[src/rtl/oepd_pkg.sv]
// Shared types, codes and character helpers for the execute-payload decoder.
package oepd_pkg;

   localparam int PENDING_DEPTH_DEF = 32;

   // Result status codes
   localparam logic [1:0] ST_DATA     = 2'd0;
   localparam logic [1:0] ST_END      = 2'd1;
   localparam logic [1:0] ST_NONE     = 2'd2;
   localparam logic [1:0] ST_OVERFLOW = 2'd3;

   // Characters of interest
   localparam logic [7:0] CH_E      = 8'h45;
   localparam logic [7:0] CH_SEMI   = 8'h3B;
   localparam logic [7:0] CH_BSLASH = 8'h5C;
   localparam logic [7:0] CH_X      = 8'h78;

   // Source of the next output transfer
   typedef enum logic [1:0] {
      OUT_NONE,
      OUT_HEAD,
      OUT_PEND,
      OUT_END
   } out_sel_type;

   typedef struct packed {
      logic        load;
      logic        pop;
      logic        push;
      logic        set_ovf;
      logic        set_seen;
      logic        prime;
      logic        adv;
      logic        clr_count;
      out_sel_type out_sel;
   } dp_cmd_type;

   typedef struct packed {
      logic q_empty;
      logic q_one;
      logic head_space;
      logic seen;
      logic cnt_zero;
      logic cnt_full;
      logic flush_last;
      logic end_pend;
      logic out_free;
   } dp_status_type;

   function automatic logic is_space(input logic [7:0] c);
      return (c == 8'h20) || (c >= 8'h09 && c <= 8'h0D);
   endfunction

   function automatic logic is_hex(input logic [7:0] c);
      return (c >= 8'h30 && c <= 8'h39) || (c >= 8'h61 && c <= 8'h66) ||
             (c >= 8'h41 && c <= 8'h46);
   endfunction

   // Letters: low nibble of 'a'/'A' is 1, so add 9.
   function automatic logic [3:0] hex_val(input logic [7:0] c);
      if (c <= 8'h39) begin
         return c[3:0];
      end
      return c[3:0] + 4'd9;
   endfunction

endpackage

[src/rtl/oepd_ctrl.sv]
// Sequencer: walks the decoded-byte queue, whitespace release and end result.
module oepd_ctrl (
   input  logic                  clock,
   input  logic                  reset,
   input  logic                  req_valid,
   output logic                  req_stall,
   input  oepd_pkg::dp_status_type status,
   output oepd_pkg::dp_cmd_type    cmd
);
   import oepd_pkg::*;

   typedef enum logic [1:0] {
      S_RUN,
      S_PRIME,
      S_FLUSH
   } state_type;

   state_type state_ff;
   state_type state_in;
   logic      head_done;
   logic      accept_ok;

   always_comb begin
      cmd       = '0;
      state_in  = state_ff;
      head_done = 1'b0;
      case (state_ff)
         S_RUN: begin
            if (!status.q_empty) begin
               if (status.head_space) begin
                  if (status.seen) begin
                     if (status.cnt_full) begin
                        cmd.set_ovf = 1'b1;
                     end else begin
                        cmd.push = 1'b1;
                     end
                  end
                  cmd.pop   = 1'b1;
                  head_done = 1'b1;
               end else if (!status.cnt_zero) begin
                  state_in = S_PRIME;
               end else if (status.out_free) begin
                  cmd.out_sel  = OUT_HEAD;
                  cmd.set_seen = 1'b1;
                  cmd.pop      = 1'b1;
                  head_done    = 1'b1;
               end
            end else if (status.end_pend && status.out_free) begin
               cmd.out_sel = OUT_END;
            end
         end
         S_PRIME: begin
            cmd.prime = 1'b1;
            state_in  = S_FLUSH;
         end
         S_FLUSH: begin
            if (status.out_free) begin
               cmd.out_sel = OUT_PEND;
               cmd.adv     = 1'b1;
               if (status.flush_last) begin
                  cmd.clr_count = 1'b1;
                  state_in      = S_RUN;
               end
            end
         end
         default: begin
            state_in = S_RUN;
         end
      endcase
      accept_ok = (state_ff == S_RUN) && !status.end_pend &&
                  (status.q_empty || (status.q_one && head_done));
      cmd.load  = req_valid && accept_ok;
   end

   assign req_stall = !accept_ok;

   always_ff @(posedge clock) begin
      if (reset) begin
         state_ff <= S_RUN;
      end else begin
         state_ff <= state_in;
      end
   end

endmodule

[src/rtl/oepd_datapath.sv]
// Datapath: prefix/escape decode, decoded-byte queue, whitespace buffer, output register.
module oepd_datapath #(
   parameter int PENDING_DEPTH = oepd_pkg::PENDING_DEPTH_DEF
) (
   input  logic                  clock,
   input  logic                  reset,
   input  logic [7:0]            req_in_byte,
   input  logic                  req_in_last,
   input  logic                  rsp_stall,
   output logic                  rsp_valid,
   output logic [7:0]            rsp_out_byte,
   output logic [1:0]            rsp_out_status,
   output logic                  rsp_out_last,
   input  oepd_pkg::dp_cmd_type    cmd,
   output oepd_pkg::dp_status_type status
);
   import oepd_pkg::*;

   localparam int IDX_W = (PENDING_DEPTH > 1) ? $clog2(PENDING_DEPTH) : 1;
   localparam int CNT_W = $clog2(PENDING_DEPTH + 1);

   typedef enum logic [1:0] {
      PH_PREFIX_E,
      PH_PREFIX_SEMI,
      PH_BODY,
      PH_REJECT
   } phase_type;

   typedef enum logic [1:0] {
      ESC_NONE,
      ESC_SLASH,
      ESC_X,
      ESC_X_DIGIT
   } esc_type;

   phase_type        phase_ff;
   phase_type        ph_in;
   esc_type          esc_ff;
   esc_type          esc_in;
   logic [7:0]       held_ff;
   logic [7:0]       held_in;
   logic             seen_ff;
   logic             ovf_ff;
   logic [CNT_W-1:0] count_ff;
   logic [IDX_W-1:0] idx_ff;
   logic [IDX_W-1:0] rd_addr;
   logic [7:0]       rd_data_ff;
   logic [7:0]       pend_mem [PENDING_DEPTH];

   logic [7:0]       q_ff [4];
   logic [2:0]       qn_ff;
   logic [7:0]       dq [4];
   logic [2:0]       dn;
   logic             plain;
   logic             end_pend_ff;
   logic             end_body_ff;

   logic             out_v_ff;
   logic [7:0]       out_byte_ff;
   logic [1:0]       out_status_ff;
   logic             out_last_ff;
   logic [1:0]       end_status;

   // Decode of one raw byte into up to four decoded bytes.
   always_comb begin
      ph_in   = phase_ff;
      esc_in  = esc_ff;
      held_in = held_ff;
      dq      = '{default: 8'h00};
      dn      = 3'd0;
      plain   = 1'b0;
      case (phase_ff)
         PH_PREFIX_E: begin
            ph_in = (req_in_byte == CH_E) ? PH_PREFIX_SEMI : PH_REJECT;
         end
         PH_PREFIX_SEMI: begin
            ph_in = (req_in_byte == CH_SEMI) ? PH_BODY : PH_REJECT;
         end
         PH_BODY: begin
            case (esc_ff)
               ESC_NONE: begin
                  plain = 1'b1;
               end
               ESC_SLASH: begin
                  esc_in = ESC_NONE;
                  if (req_in_byte == CH_BSLASH) begin
                     dq[dn[1:0]] = CH_BSLASH;
                     dn          = dn + 3'd1;
                  end else if (req_in_byte == CH_X) begin
                     esc_in = ESC_X;
                  end else begin
                     dq[dn[1:0]] = CH_BSLASH;
                     dn          = dn + 3'd1;
                     plain       = 1'b1;
                  end
               end
               ESC_X: begin
                  if (is_hex(req_in_byte)) begin
                     held_in = req_in_byte;
                     esc_in  = ESC_X_DIGIT;
                  end else begin
                     esc_in      = ESC_NONE;
                     dq[dn[1:0]] = CH_BSLASH;
                     dn          = dn + 3'd1;
                     dq[dn[1:0]] = CH_X;
                     dn          = dn + 3'd1;
                     plain       = 1'b1;
                  end
               end
               ESC_X_DIGIT: begin
                  esc_in = ESC_NONE;
                  if (is_hex(req_in_byte)) begin
                     dq[dn[1:0]] = {hex_val(held_ff), hex_val(req_in_byte)};
                     dn          = dn + 3'd1;
                  end else begin
                     dq[dn[1:0]] = CH_BSLASH;
                     dn          = dn + 3'd1;
                     dq[dn[1:0]] = CH_X;
                     dn          = dn + 3'd1;
                     dq[dn[1:0]] = held_ff;
                     dn          = dn + 3'd1;
                     plain       = 1'b1;
                  end
               end
               default: begin
                  plain = 1'b1;
               end
            endcase
         end
         default: begin
         end
      endcase
      if (plain) begin
         if (req_in_byte == CH_BSLASH) begin
            esc_in = ESC_SLASH;
         end else begin
            dq[dn[1:0]] = req_in_byte;
            dn          = dn + 3'd1;
         end
      end
      // cut-off escape passes through as text
      if (req_in_last && ph_in == PH_BODY) begin
         if (esc_in != ESC_NONE) begin
            dq[dn[1:0]] = CH_BSLASH;
            dn          = dn + 3'd1;
         end
         if (esc_in == ESC_X || esc_in == ESC_X_DIGIT) begin
            dq[dn[1:0]] = CH_X;
            dn          = dn + 3'd1;
         end
         if (esc_in == ESC_X_DIGIT) begin
            dq[dn[1:0]] = held_in;
            dn          = dn + 3'd1;
         end
      end
   end

   assign end_status = (end_body_ff && seen_ff) ? (ovf_ff ? ST_OVERFLOW : ST_END) : ST_NONE;

   always_comb begin
      if (cmd.prime) begin
         rd_addr = '0;
      end else if (cmd.adv) begin
         rd_addr = IDX_W'(idx_ff + 1'b1);
      end else begin
         rd_addr = idx_ff;
      end
   end

   always_comb begin
      status            = '0;
      status.q_empty    = (qn_ff == 3'd0);
      status.q_one      = (qn_ff == 3'd1);
      status.head_space = is_space(q_ff[0]);
      status.seen       = seen_ff;
      status.cnt_zero   = (count_ff == '0);
      status.cnt_full   = (count_ff == CNT_W'(PENDING_DEPTH));
      status.flush_last = ((CNT_W'(idx_ff) + CNT_W'(1)) == count_ff);
      status.end_pend   = end_pend_ff;
      status.out_free   = !out_v_ff || !rsp_stall;
   end

   // Whitespace buffer
   always_ff @(posedge clock) begin
      if (cmd.push) begin
         pend_mem[count_ff[IDX_W-1:0]] <= q_ff[0];
      end
      rd_data_ff <= pend_mem[rd_addr];
   end

   always_ff @(posedge clock) begin
      if (reset) begin
         phase_ff    <= PH_PREFIX_E;
         esc_ff      <= ESC_NONE;
         held_ff     <= 8'h00;
         seen_ff     <= 1'b0;
         ovf_ff      <= 1'b0;
         count_ff    <= '0;
         idx_ff      <= '0;
         qn_ff       <= 3'd0;
         end_pend_ff <= 1'b0;
         end_body_ff <= 1'b0;
         out_v_ff    <= 1'b0;
      end else begin
         // a load only comes when the queue is empty or with its retiring last entry, so it replaces the queue
         if (cmd.load) begin
            phase_ff    <= ph_in;
            esc_ff      <= esc_in;
            held_ff     <= held_in;
            q_ff        <= dq;
            qn_ff       <= dn;
            end_pend_ff <= req_in_last;
            end_body_ff <= (ph_in == PH_BODY);
         end else if (cmd.pop) begin
            q_ff[0] <= q_ff[1];
            q_ff[1] <= q_ff[2];
            q_ff[2] <= q_ff[3];
            qn_ff   <= qn_ff - 3'd1;
         end
         if (cmd.push) begin
            count_ff <= count_ff + CNT_W'(1);
         end
         if (cmd.set_ovf) begin
            ovf_ff <= 1'b1;
         end
         if (cmd.set_seen) begin
            seen_ff <= 1'b1;
         end
         if (cmd.prime) begin
            idx_ff <= '0;
         end else if (cmd.adv) begin
            idx_ff <= IDX_W'(idx_ff + 1'b1);
         end
         if (cmd.clr_count) begin
            count_ff <= '0;
         end
         if (cmd.out_sel == OUT_END) begin
            phase_ff    <= PH_PREFIX_E;
            esc_ff      <= ESC_NONE;
            held_ff     <= 8'h00;
            seen_ff     <= 1'b0;
            ovf_ff      <= 1'b0;
            count_ff    <= '0;
            end_pend_ff <= 1'b0;
         end
         if (cmd.out_sel != OUT_NONE) begin
            out_v_ff <= 1'b1;
         end else if (!rsp_stall) begin
            out_v_ff <= 1'b0;
         end
      end
   end

   // Output payload
   always_ff @(posedge clock) begin
      case (cmd.out_sel)
         OUT_HEAD: begin
            out_byte_ff   <= q_ff[0];
            out_status_ff <= ST_DATA;
            out_last_ff   <= 1'b0;
         end
         OUT_PEND: begin
            out_byte_ff   <= rd_data_ff;
            out_status_ff <= ST_DATA;
            out_last_ff   <= 1'b0;
         end
         OUT_END: begin
            out_byte_ff   <= 8'h00;
            out_status_ff <= end_status;
            out_last_ff   <= 1'b1;
         end
         default: begin
         end
      endcase
   end

   assign rsp_valid      = out_v_ff;
   assign rsp_out_byte   = out_byte_ff;
   assign rsp_out_status = out_status_ff;
   assign rsp_out_last   = out_last_ff;

endmodule

[src/rtl/osc_execute_payload_decoder.sv]
// Result path: a decoded byte is registered in the queue, then in the output register.
// Throughput: one byte per cycle when it decodes to at most one byte and the output
//   is not stalled; each further decoded byte retires before the next is taken; held
//   whitespace is released (spot, prime buffer read port, send each), then the end result.
// Reset: synchronous, active high; clears control state and counts, the whitespace
//   buffer itself is not cleared (no entry is read before it is written).
module osc_execute_payload_decoder #(
   parameter int PENDING_DEPTH = oepd_pkg::PENDING_DEPTH_DEF
) (
   input  logic       clock,
   input  logic       reset,
   input  logic       req_valid,
   output logic       req_stall,
   input  logic [7:0] req_in_byte,
   input  logic       req_in_last,
   output logic       rsp_valid,
   input  logic       rsp_stall,
   output logic [7:0] rsp_out_byte,
   output logic [1:0] rsp_out_status,
   output logic       rsp_out_last
);
   import oepd_pkg::*;

   // Controller/datapath split:
   //  - the datapath decodes each taken byte (prefix check, escapes) into a
   //    queue of up to four decoded bytes;
   //  - the controller drains that queue one entry per cycle when not stalled,
   //    dropping leading whitespace, routing later whitespace into the pending
   //    buffer and releasing it ahead of the next non-space byte, then issues the end result.
   // A new byte is taken once the queue is empty or its last entry retires, outside a flush and with no end pending.

   dp_cmd_type    cmd;
   dp_status_type status;

   oepd_ctrl u_ctrl (
      .clock     (clock),
      .reset     (reset),
      .req_valid (req_valid),
      .req_stall (req_stall),
      .status    (status),
      .cmd       (cmd)
   );

   oepd_datapath #(
      .PENDING_DEPTH (PENDING_DEPTH)
   ) u_datapath (
      .clock          (clock),
      .reset          (reset),
      .req_in_byte    (req_in_byte),
      .req_in_last    (req_in_last),
      .rsp_stall      (rsp_stall),
      .rsp_valid      (rsp_valid),
      .rsp_out_byte   (rsp_out_byte),
      .rsp_out_status (rsp_out_status),
      .rsp_out_last   (rsp_out_last),
      .cmd            (cmd),
      .status         (status)
   );

`ifndef NO_ASSERTIONS
   // After the final byte of a payload, input holds off until the end result is out.
   a_last_blocks: assert property (@(posedge clock) disable iff (reset)
      (req_valid && !req_stall && req_in_last) |=> req_stall)
      else $error("byte taken right after payload end");

   // Only data results go out without the last mark.
   a_data_status: assert property (@(posedge clock) disable iff (reset)
      (rsp_valid && !rsp_out_last) |-> (rsp_out_status == ST_DATA))
      else $error("non-data status on a data result");

   // End result carries a zero byte and never a data status.
   a_end_fmt: assert property (@(posedge clock) disable iff (reset)
      (rsp_valid && rsp_out_last) |-> (rsp_out_byte == 8'h00 && rsp_out_status != ST_DATA))
      else $error("malformed end result");

   // End result only after every decoded byte is retired.
   a_end_after_queue: assert property (@(posedge clock) disable iff (reset)
      (cmd.out_sel == OUT_END) |-> status.q_empty)
      else $error("end result with decoded bytes outstanding");
`endif

endmodule
[config.mk]
export PLATFORM = sky130hd
export DESIGN_NAME = osc_execute_payload_decoder
export DESIGN_NICKNAME = d
export VERILOG_FILES = /design/src/rtl/oepd_pkg.sv /design/src/rtl/oepd_ctrl.sv /design/src/rtl/oepd_datapath.sv /design/src/rtl/osc_execute_payload_decoder.sv
export SDC_FILE = /design/constraint.sdc
export NUM_CORES = 1
export LEC_CHECK = 0
export ABC_CLOCK_PERIOD_IN_PS = 6700
export BUFFER_PORTS_ARGS = -buffer_cell sky130_fd_sc_hd__buf_2
export CAP_MARGIN = 5
export CORE_MARGIN = 10
export CORE_UTILIZATION = 55
export DETAILED_ROUTE_END_ITERATION = 7
export GPL_TIMING_DRIVEN = 0
export PLACE_DENSITY = 0.69
export SLEW_MARGIN = 20
export SYNTH_ARGS = -nofsm -noshare
export SYNTH_HDL_FRONTEND = slang
export SYNTH_SLANG_ARGS = --single-unit
[constraint.sdc]
create_clock -name clock -period 6.7 [get_ports clock]
set_input_delay 1.34 -clock clock [delete_from_list [all_inputs] [get_ports clock]]
set_output_delay 1.34 -clock clock [all_outputs]
set_load 0.005 [all_outputs]
# Word level (Yosys, flattened, before mapping)
# Memory sizes are Yosys's and may differ from the RTL's. A register that Yosys moved wholly into a read port is not among the register bits.
# Index checks and enable logic that the tools add are counted.
word_totals:
  register_bits: 76
  latchBits: 0
  ram_bits: 256
  rom_bits: 0
  input_bits: 13
  out_inout_bits: 13
  elab_cells: 241
  n_memories: 1
mem_list:
  columns: ["name", "depth", "width", "rd", "rd_ports_with_merged_regs", "wr", "line_no", "rtl"]
  rows:
  - ["u_datapath.pend_mem", 32, 8, 1, 1, 1, "oepd_datapath.sv:48", "logic [7:0] pend_mem [PENDING_DEPTH];"]
op_classes:
  add_sub_neg: 10
  multipliers: 0
  div_mod_pow: 0
  n_lt_le_gt_ge: 17
  eq_ne: 27
  shifts: 0
  mux: 114
  n_bitwise: 11
  n_reduce_logical: 42
op_table:
  columns: ["op", "count"]
  rows:
  - ["$mux W32", 8]
  - ["$mux W8", 10]
  - ["$mux W24", 3]
  - ["$bwmux W32", 2]
  - ["$demux W8 S2", 4]
  - ["$pmux W8 S3", 2]
  - ["$mux W2", 23]
  - ["$mux W3", 12]
  - ["$and A16 B16 Y16", 2]
  - ["$not A16 Y16", 2]
  - ["$or A16 B16 Y16", 2]
  - ["$mux W15", 2]
  - ["$mux W1", 29]
  - ["$mux W4", 7]
  - ["$eq A8 B7 Y1 const B", 3]
  - ["$eq A2 B2 Y1 const B", 9]
  - ["$eq A8 B6 Y1 const B", 2]
  - ["$ge A8 B7 Y1 const B", 2]
  - ["$le A8 B6 Y1 const B", 2]
  - ["$le A8 B7 Y1 const B", 2]
  - ["$pmux W8 S2", 1]
  - ["$logic_and A1 B1 Y1", 15]
  - ["$add A3 B1 Y3 const B", 4]
  - ["$ge A3 B3 Y1 const B", 4]
  - ["other kinds (35)", 69]

# Depth between registers and ports, before layout
# Gate-level depths: netlist (run 1).
logic_depth:
  depth_word: 26
  ltp_mapped: 18
  mapped_depth_nobuf: 18

# Hierarchy
# Synthesis (run 1) repeated with hierarchy kept, for this count alone.
hier_totals:
  hier_cells: 1105
  area_unflattened_um2: 15539.9
by_module_without_submodules:
  columns: ["mod", "n_inst", "cells_per_inst", "area_each_um2", "seq_area_each_um2"]
  rows:
  - ["oepd_datapath", 1, 1077, 15341.0, 9759.4]
  - ["oepd_ctrl", 1, 28, 198.9, 40.0]

# Worst setup path before layout (run 1)
# Ideal clock, no wire load.
synth_timing:
  path_type: "input -> register"
  from: "in req_in_byte[1]"
  to: "reg u_datapath.q_ff[12] in the netlist's numbering (data pin)"
  setup_ns: 0.281
  t_arrival_ns: 4.867
  t_required_ns: 6.419
  slack_ns: 1.551
  cell_stages: 18
  n_path_buf: 0
  cell_sequence: "inv_1 ha_1 o21bai_1 a221oi_2 a21oi_1 nand2_1 inv_1 ha_1 o22a_1 ha_1 o22a_1 ha_1 nor2_1 a31oi_1 o21ai_0 o2bb2ai_1 a21oi_1 a221oi_1"
synth_between:
  elab_chain_cells: 25
  elab_cells_between_ends: 94
  classes_between: "add/sub (3); order compare (14); eq/ne (7); mux (52); bitwise (6); reduce/logical (12)"
synth_lines:
  columns: ["element", "line_no", "rtl"]
  rows:
  - ["from (decl)", "osc_execute_payload_decoder.sv:14", "input logic [7:0] req_in_byte,"]
  - ["$ge A8 B6 Y1, or another cell as far along", "oepd_pkg.sv:55", "return (c >= 8'h30 && c <= 8'h39) || (c >= 8'h61 && c <= 8'h66) ||"]
  - ["$logic_and A1 B1 Y1", "oepd_pkg.sv:55", null]
  - ["$logic_or A1 B1 Y1 (2 in series)", "oepd_pkg.sv:55", null]
  - ["$mux W2, on equally long branches", "oepd_datapath.sv:112, oepd_datapath.sv:98", null]
  - ["$pmux W3 S3", "oepd_datapath.sv:80", "case (esc_ff)"]
  - ["$mux W3", "oepd_datapath.sv:72", "case (phase_ff)"]
  - ["$add A3 B1 Y3 / $not A2 Y3 (equally long branches)", "oepd_datapath.sv:138, oepd_datapath.sv:137", null]
  - ["$mux W3, or another cell as far along", "oepd_datapath.sv:134", "if (req_in_byte == CH_BSLASH) begin"]
  - ["[8 not listed]", null, null]
  - ["$ge A3 B3 Y1 (implied by the code), or another cell as far along", "oepd_datapath.sv:152", "dq[dn[1:0]] = held_in;"]
  - ["$logic_and A1 B1 Y1 (implied by the code) / $or A16 B16 Y16 (equally long branches)", null, null]
  - ["$mux W8 (implied by the code) / $mux W32 (equally long branches)", "oepd_datapath.sv:152, oepd_datapath.sv:147", null]
  - ["$demux W8 S2 / $mux W32 (equally long branches)", "oepd_datapath.sv:152, oepd_datapath.sv:142", null]
  - ["$bwmux W32", "oepd_datapath.sv:152", null]
  - ["$mux W32", "oepd_datapath.sv:151", "if (esc_in == ESC_X_DIGIT) begin"]
  - ["$mux W32 (*)", "oepd_datapath.sv:142", "if (req_in_last && ph_in == PH_BODY) begin"]
  - ["$mux W24 (*)", "oepd_datapath.sv:206", "if (cmd.load) begin"]
  - ["to (signal assigned)", "oepd_datapath.sv:210", "q_ff <= dq;"]
  - ["to (decl)", "oepd_datapath.sv:50", "logic [7:0] q_ff [4];"]
# Every way passes the cells marked *; elsewhere a longest branch is shown, timed or not. The select of a mux whose other input is x is not followed.
# A chain may end at the register's enable or synchronous reset.

# Final worst setup path (run 1)
layout_timing:
  from: "in req_in_byte[1]"
  to: "reg u_datapath.q_ff[28] in the netlist's numbering (data pin)"
# The elaborated chain is that of the path after synthesis.

==> impl_metrics.toml, run 1 <==
[outcome]
status = "finished, final reports clean"

[timing]
final.min_clock_period_ns = 6.22
fin_crit_sh = 0.928
hold_violations = 0
rsz0062_at_grt = "false"
relSlewSlack = 0.270
fin_skew_ns = 0.0190
fmax_mhz = 161
maxSlewViolCount = 0
tightest_slew_ns = 1.09
finalSetupViolations = 0
tns_ns = 0

[detailed_routing]
drt-total-wl_um = 41100
ant_nets = 0
drcViolationCount = 0
drt-pass1-iter-count = 6
vias = 10700
avgViaCountPerCell = 6.35
drt_iter0_drc = 1136
wire_per_inst_um = 24.4

[yosys]
syn_area_um2 = 15400
synth.area.top_cells = "edfxtp_1, dfxtp_1, nand2_1"
synth_seq_cells = 340
synth.distinct_cells = 84
yosys.area.top_type_share = 0.585
yosysTopAreaCell = "edfxtp_1"
synth.net_count = 1254
synthCells = 1213
syn_avg_cell_area_um2 = 12.7
yosysMostFrequentCell = "edfxtp_1"
synth_edf_count = 299
ys_seq_area_frac = 0.638
yosys_warnings = 0
ys.flop_type = "edfxtp_1"
async_reset_ff_frac = 0
synth_common_cells = "edfxtp_1, nand2_1, nor2_1"

[cts]
cts_hold_buf = 0
clockRootBuffer = "clkbuf_16"
numClockSinks = 340
cts.htree.levels = 2
max-clock-path-buffers = 3
cts_resized = 0
cts_tree = "yes"
cts_made_buffers = 35
clk_latency_ns = 0.52
cts_setup_buffers = 0
clkSlewWorstSetupHoldPaths_ns = 0.06

[die]
core_region_area_um2 = 27600
die-width_um = 187
io_pins = 26
die_height_um = 187
fp-row-count = 61
die_area_um2 = 35000
initial_core_util = 0.556

[final_layout]
layout.nets = 1322
drive_gt1_frac = 0.124
areaGrowthSynthToFinish_pct = 12.3
final_area_um2 = 17200
n_fill_cell = 2175
antennaDiodeCount = 0

[pwr]
irDropWorstVdd_mv = 0.260
power_leakage_nw = 5.81
power_density_nw_per_um2 = 351

[global_route]
grt_start_max_net_pins = 37
grt_usage = 0.229
grt_antenna_before_repair = 0
grt-ovfl-total = 0
grt_pass1_vias = 10200
grt_pass1_wl_um = 62600

[placed_design]
port_buffers = 22
dpl.hpwl_um = 28200
placed_area_um2 = 16000
gp_congestion = 0.935

[job]
cap_violations = 0

[worst_setup_path]
cp_cell_sequence = "buf_2 -> inv_1 -> ha_1 -> o21bai_1 -> a221oi_2 -> a21oi_1 -> nand2_1 -> inv_1 -> ha_1 -> o22a_1 -> ha_1 -> o22a_1 -> ha_1 -> a21oi_1 -> o22a_1 -> a21oi_1 -> a2111oi_1 -> a311oi_1"
end_kind = "flip-flop"
cp.arrival_ns = 6.43
r2r_setup_slack_ns = 1.31
cp_max_fo = 8
slowest_delay_ns = 0.93
critical_path_class = "in2reg"
critPathMostFrequentCell = "ha_1"
cp-start-kind = "primary input"
required_ns = 6.91
r2r_start = "u_datapath.esc_ff[1]"
worstSetupStartpoint = "req_in_byte[1]"
slowest_stage = "a2111oi_1"

[worst_hold_path]
hold_class = "reg2reg"
min_from = "u_datapath.ovf_ff"
==> cells in the final DEF (no fill, tap or decap), types with 7 or more instances in the layout <==
master,count
mux2i_1,19
buf_2,45
o211ai_1,7
a22o_1,17
o22a_1,8
dfxtp_1,41
or3_1,7
clkbuf_16,36
xor2_1,8
xnor2_1,10
mux4_2,24
buf_8,8
a31oi_1,12
o2111ai_1,9
and2_1,14
nand2_1,177
nor3_1,18
nand3_1,64
edfxtp_1,299
a211oi_1,10
and3_1,11
a21oi_1,33
inv_1,33
nor2_1,88
nand2b_1,9
clkbuf_1,47
o21ai_0,19
a22oi_1,10
a32oi_1,21
nand4_1,29
nor2b_1,12
ha_1,28
==> per-layer routing <==
layer,global-route usage,up-vias,share of wire
li1,-,4753,-
met1,0.324,5358,0.43
met2,0.353,518,0.46
met3,0.0345,77,0.077
met5,0,-,0
met4,0.0847,0,0.034
==> critical path: cells and delay by family <==
family	cells	cell delay, ns
buffers and inverters	3	0.48
AOI/OAI and AO/OA	10	3.04
and+or+nand+nor	1	0.26
adders and majority gates	4	1.28
==> flip-flops by register name (all words and copies together) (netlist names), 2 cells and up <==
signal / flops
u_datapath.rd_data_ff: 8
u_datapath.phase_ff: 2
u_datapath.pend_mem: 256
u_datapath.rsp_out_status: 2
u_datapath.held_ff: 8
u_datapath.count_ff: 6
u_datapath.qn_ff: 3
u_datapath.idx_ff: 5
u_datapath.esc_ff: 2
u_datapath.rsp_out_byte: 8
u_ctrl.state_ff: 2
u_datapath.q_ff: 32
==> path summary, 6_finish.rpt <==
kind                              end  cells after the start
setup / recovery  u_datapath.q_ff[28]                     18
hold / removal      u_datapath.ovf_ff                      2
setup reg to reg  u_datapath.q_ff[28]                     15
hold reg to reg     u_datapath.ovf_ff                      2
==> report_power, final <==
| group | total [W] | switching (W) | leakage (nW) | internal [W] |
|---|---|---|---|---|
| registers | 0.00290 | 0.000177 | 3.05 | 0.00272 |
| clock network | 0.00198 | 0.000810 | 0.562 | 0.00118 |
| logic | 0.00116 | 0.000788 | 2.19 | 0.000377 |
==> cell families (layout without fill, tap and decap cells) <==
group,count (synthesis),in the layout,synth area share
compound gates,217,217,0.107
xor+xnor,19,19,0.0113
flops,340,340,0.638
simple gates,464,464,0.143
buf+inv,99,194,0.0275
mux,46,46,0.0498
fa+ha+maj,28,28,0.0228
==> per-stage QoR <==
step	std cells	worst slack (ns)	hold WS [ns]	power [W]	util
2_1_floorplan	1213	1.55	0.441	0.00354	-
3_3_place_gp	1613	-0.0880	0.484	0.00399	0.577
3_5_place_dp	1617	-0.0190	0.500	0.00405	0.579
4_1_cts	1681	0.486	0.514	0.00600	0.621
5_1_grt	1686	0.317	0.558	0.00625	0.624
6_report	1686	0.484	0.508	0.00605	0.624
==> final cells by class <==
class                      count  area, µm²  area share
sequential                   340       9800       0.568
multi-input combinational    774       5140       0.298
clock buffer                  49        970      0.0562
tap                          378        473      0.0274
buffer                        66        299      0.0173
timing repair buffer          31        238      0.0138
clock inverter                15        196      0.0114
inverter                      33        124     0.00718
No activity file was read; power rests on OpenSTA's default activity.
==> inputs of run 2 (changes only) <==
- REMOVE_ABC_BUFFERS: unset -> 1
==> run 2 against run 1 <==
Sequential power about the same. Critical path depth rose by 1. Design area is 0.31% lower. Critical endpoint is now u_datapath.q_ff[12].
==> impl_metrics.toml, run 2 (synthesized netlist as in run 1, its figures left out) <==
[outcome]
status = "finished, final reports clean"

[pwr]
irDropWorstVdd_mv = 0.194
power_density_nw_per_um2 = 343
seqPwrFrac = 0.491
intPower_w = 0.00421
combinationalPowerShare = 0.188
p_clk_frac = 0.321
switching_power_w = 0.00169
swShare = 0.286
power_leakage_nw = 5.76

[global_route]
grt_pass1_wl_um = 59300
grt_antenna_before_repair = 0
grt_usage = 0.214
busiest_layer = "met2"
grt-ovfl-total = 0
grt_start_max_net_pins = 51
use_met3 = 0.0330
grt.met1_usage = 0.288
gr-usage-met2 = 0.349
grt_pass1_vias = 10000

[die]
die-width_um = 187
die_area_um2 = 35000
core_region_area_um2 = 27600
fp-row-count = 61
io_pins = 26
die_height_um = 187
initial_core_util = 0.556

[timing]
fmax_mhz = 165
fin_crit_sh = 0.904
final.min_clock_period_ns = 6.06
finalSetupViolations = 0
holdWs_ns = 0.507
rsz0062_at_grt = "false"
timing.final.ws_setup_ns = 0.642
relSlewSlack = 0.256
fin_skew_ns = 0.0266
tightest_slew_ns = 1.11
maxSlewViolCount = 0
hold_violations = 0

[worst_setup_path]
critical_path_class = "in2reg"
cp.arrival_ns = 6.26
rr_endpoint = "u_datapath.q_ff[12]"
cp_cell_sequence = "buf_2 -> inv_1 -> ha_1 -> o21bai_1 -> a221oi_2 -> a21oi_1 -> nand2_1 -> inv_1 -> ha_1 -> o22a_1 -> ha_1 -> o22a_1 -> ha_1 -> nor2_1 -> a31oi_1 -> o21ai_0 -> o2bb2ai_1 -> a21oi_1 -> a221oi_1"
cp_max_fo = 8
critPathMostFrequentCell = "ha_1"
reg2regPathDepth = 15
r2r_setup_slack_ns = 1.68
r2r_start = "u_datapath.esc_ff[1]"
slowest_stage = "a21oi_1"
required_ns = 6.91
cp-start-kind = "primary input"
slowest_delay_ns = 0.58
end_kind = "flip-flop"

[worst_hold_path]
min_from = "u_datapath.end_pend_ff"
worstHoldEndpoint = "u_datapath.end_pend_ff"
hold_path_depth = 2
hold_class = "reg2reg"

[cts]
numClockSinks = 340
clockRootBuffer = "clkbuf_16"
clk_latency_ns = 0.52
cts_resized = 0
cts.htree.levels = 2
cts_hold_buf = 0
max-clock-path-buffers = 3
cts_made_buffers = 35
clkSlewWorstSetupHoldPaths_ns = 0.06
cts_setup_buffers = 0
cts_tree = "yes"

[placed_design]
placed_area_um2 = 16000
dpl.hpwl_um = 25500
post-place-ws_ns = 0.201
post-place-cells = 1568
port_buffers = 25
gp_congestion = 0.954

[final_layout]
final_area_um2 = 17200
antennaDiodeCount = 0
layout_commonest_cell = "edfxtp_1"
largest_register_ffs = 256
areaGrowthSynthToFinish_pct = 12.0
n_fill_cell = 2115
fin_util = 0.622
drive_gt1_frac = 0.124
layout_common_cells = "edfxtp_1, nand2_1, nor2_1"
final_cells = 1633
layout.nets = 1269

[detailed_routing]
drt_iter0_drc = 1307
drt-pass1-iter-count = 5
ant_nets = 0
wire_per_inst_um = 23.2
drcViolationCount = 0
avgViaCountPerCell = 6.23
vias = 10200
drt-total-wl_um = 37800

[job]
cap_violations = 0
==> run 2: metal layers <==
layer	routed length, µm	part of all wire	vias to the layer above
met5	0	0	-
met4	1030	0.027	0
met3	2450	0.065	62
met2	18500	0.49	381
met1	15900	0.42	5082
li1	-	-	4654
==> run 2: worst max-delay path: cells and delay by family <==
family	cells	cell delay, ns
buffers and inverters	3	0.52
adders and majority gates	4	1.31
and+or+nand+nor	2	0.35
AOI/OAI and AO/OA	10	2.75
==> run 2: cell type report <==
type                       instances  area (µm²)  area share
sequential                       340        9800       0.570
multi-input combinational        774        5200       0.303
clock buffer                      55        1070      0.0625
tap                              378         473      0.0275
timing repair buffer              44         452      0.0263
inverter                          33         124     0.00721
clock inverter                     9        62.6     0.00364
==> run 2: how the worst max path moves through the flow <==
stage	startpoint	to	slack, ns	depth (start not counted)
2_1_floorplan	rsp_stall	u_datapath.rd_data_ff[6]	0.43	6
3_3_place_gp	rsp_stall	u_datapath.rd_data_ff[1]	-2.44	7
3_5_place_dp	req_in_byte[1]	u_datapath.q_ff[12]	0.20	19
4_1_cts	req_in_byte[1]	u_datapath.q_ff[12]	0.73	19
5_1_grt	req_in_byte[1]	u_datapath.q_ff[12]	0.28	19
6_report	req_in_byte[1]	u_datapath.q_ff[12]	0.64	19
==> run 2: power groups by stage <==
| stage | Clock (W) | Combinational [W] | Sequential [W] |
|---|---|---|---|
| 6_report | 0.00190 | 0.00111 | 0.00290 |
| 5_1_grt | 0.00200 | 0.00122 | 0.00292 |
| 4_1_cts | 0.00192 | 0.00108 | 0.00291 |
| 3_3_place_gp | 0 | 0.000833 | 0.00309 |
| 2_1_floorplan | 0 | 0.000571 | 0.00294 |
| 3_5_place_dp | 0 | 0.00108 | 0.00296 |
==> run 2: per-stage QoR <==
| step | setup TNS [ns] | power, W |
|---|---|---|
| 5_1_grt | 0 | 0.00614 |
| 3_5_place_dp | 0 | 0.00403 |
| 4_1_cts | 0 | 0.00591 |
| 3_3_place_gp | -20.45 | 0.00392 |
| 6_report | 0 | 0.00590 |
| 2_1_floorplan | 0 | 0.00351 |
==> inputs of run 3 (changes only) <==
- ABC_AREA: unset -> 1
- CORE_MARGIN: 10 -> unset
==> run 3 against run 2 <==
Register-to-register slack improved by 0.65 ns. Global-route usage rose by 5.1 points. Total power fell by 0.61%. Clock power rose by 4%. Setup slack improved by 1.1 ns. Via count rose by 8.7%. Critical path depth rose by 6. Cell count rose by 15%. Core utilization barely moved. Critical path type unchanged. Critical endpoint is now u_datapath.q_ff[14]. Largest power group unchanged.
==> impl_metrics.toml, run 3 <==
[global_route]
grt_start_max_net_pins = 86
grt_antenna_before_repair = 0
grt-ovfl-total = 0
grt_usage = 0.265
grt_pass1_vias = 10400
grt_pass1_wl_um = 58300

[pwr]
power_density_nw_per_um2 = 339
power_leakage_nw = 6.11
report.power.total_w = 0.00587
irDropWorstVdd_mv = 0.341

[cts]
cts_made_buffers = 35
max-clock-path-buffers = 3
numClockSinks = 340
clockRootBuffer = "clkbuf_16"
clk_latency_ns = 0.52
clkSlewWorstSetupHoldPaths_ns = 0.06
cts_resized = 0
cts_setup_buffers = 0
cts_tree = "yes"
cts_hold_buf = 0
cts.htree.levels = 2

[die]
core_region_area_um2 = 27800
fp-row-count = 61
io_pins = 26
die_area_um2 = 29000
initial_core_util = 0.560
die_height_um = 170
die-width_um = 170

[yosys]
yosysMostFrequentCell = "edfxtp_1"
yosysTopAreaCell = "edfxtp_1"
synthCells = 1457
synth_common_cells = "edfxtp_1, nor2_1, o21ai_0"
synth.area.top_cells = "edfxtp_1, o21ai_0, nor2_1"
synth_edf_count = 299
syn_avg_cell_area_um2 = 10.7
ys_seq_area_frac = 0.630
yosys.area.top_type_share = 0.577
syn_area_um2 = 15600
ys.flop_type = "edfxtp_1"
synth.distinct_cells = 51
async_reset_ff_frac = 0
synth_seq_cells = 340
yosys_warnings = 0

[job]
cap_violations = 0

[final_layout]
layout_commonest_cell = "edfxtp_1"
antennaDiodeCount = 0
layout_common_cells = "edfxtp_1, nor2_1, o21ai_0"
final_cells = 1871
final_area_um2 = 17300
layout.nets = 1508
areaGrowthSynthToFinish_pct = 11.1
fin_util = 0.623
drive_gt1_frac = 0.109
largest_register_ffs = 256

[worst_setup_path]
critical_path_class = "in2reg"
slowest_stage = "ha_1"
cp-start-kind = "primary input"
slowest_delay_ns = 0.34
critPathMostFrequentCell = "inv_1"
end_kind = "flip-flop"
required_ns = 6.97
cp_max_fo = 7
cp.arrival_ns = 5.22

[timing]
tightest_slew_ns = 1.09
finalSetupViolations = 0
hold_violations = 0
relSlewSlack = 0.270
fmax_mhz = 202
rsz0062_at_grt = "false"
fin_skew_ns = 0.0125
fin_crit_sh = 0.740
final.min_clock_period_ns = 4.96
maxSlewViolCount = 0
tns_ns = 0

[detailed_routing]
drt_iter0_drc = 1263
ant_nets = 0
wire_per_inst_um = 20.1
drt-total-wl_um = 37500
drt-pass1-iter-count = 6
vias = 11100
drcViolationCount = 0
avgViaCountPerCell = 5.91

[placed_design]
port_buffers = 25
post-place-cells = 1802
placed_area_um2 = 16000
dpl.hpwl_um = 23900
gp_congestion = 0.929

[outcome]
status = "finished, final reports clean"

[worst_hold_path]
hold_class = "reg2reg"
[run 3: power breakdown]
group	internal, W	switching [W]	total, W	leakage, nW
clock network	0.00117	0.000805	0.00197	0.564
logic	0.000324	0.000744	0.00107	2.48
registers	0.00268	0.000147	0.00282	3.06
[run 3: worst max-delay path: cells and delay by family]
| kind | cells | cell delay [ns] |
|---|---|---|
| adders and majority gates | 4 | 1.18 |
| AOI/OAI and AO/OA | 4 | 0.91 |
| buffers and inverters | 8 | 0.87 |
| and+or+nand+nor | 9 | 0.92 |
[run 3: through the flow]
step / hold WS (ns) / setup slack (ns)
after CTS: 0.480 / 1.79
final: 0.479 / 1.74
after global routing: 0.486 / 1.53
after floorplan: 0.437 / 0.811
after detailed placement: 0.465 / 1.26
after global placement: 0.448 / -2.90
[run 3: cell type report]
type	instances	area [µm²]
inverter	117	454
clock inverter	18	199
multi-input combinational	931	5000
sequential	340	9800
clock buffer	45	956
fill	2231	10500
tap	378	473
timing repair buffer	42	409
[run 3: worst paths after layout]
path | start | end | slack (ns) | cells past startpoint
max | req_in_byte[0] | u_datapath.q_ff[14] | 1.74 | 25
min | u_datapath.ovf_ff | u_datapath.ovf_ff | 0.48 | 2
max reg2reg | u_datapath.phase_ff[1] | u_datapath.q_ff[14] | 2.33 | 21
min reg2reg | u_datapath.ovf_ff | u_datapath.ovf_ff | 0.48 | 2
[run 3: logic make-up (layout without fill, tap and decap cells)]
| group | count (synthesis) | count (layout) | synth area share |
|---|---|---|---|
| fa+ha+maj | 28 | 28 | 0.0225 |
| xor+xnor | 10 | 10 | 0.00683 |
| simple gates | 514 | 514 | 0.146 |
| flops | 340 | 340 | 0.630 |
| buf+inv | 186 | 222 | 0.0520 |
| compound gates | 379 | 379 | 0.143 |
[run 3: layer usage]
metal / track usage / vias up / routed length, µm
met5: 0 / - / 0
met4: 0.0721 / 0 / 800
met3: 0.0405 / 58 / 3130
met2: 0.415 / 497 / 17300
met1: 0.386 / 5297 / 16300
li1: - / 5209 / -
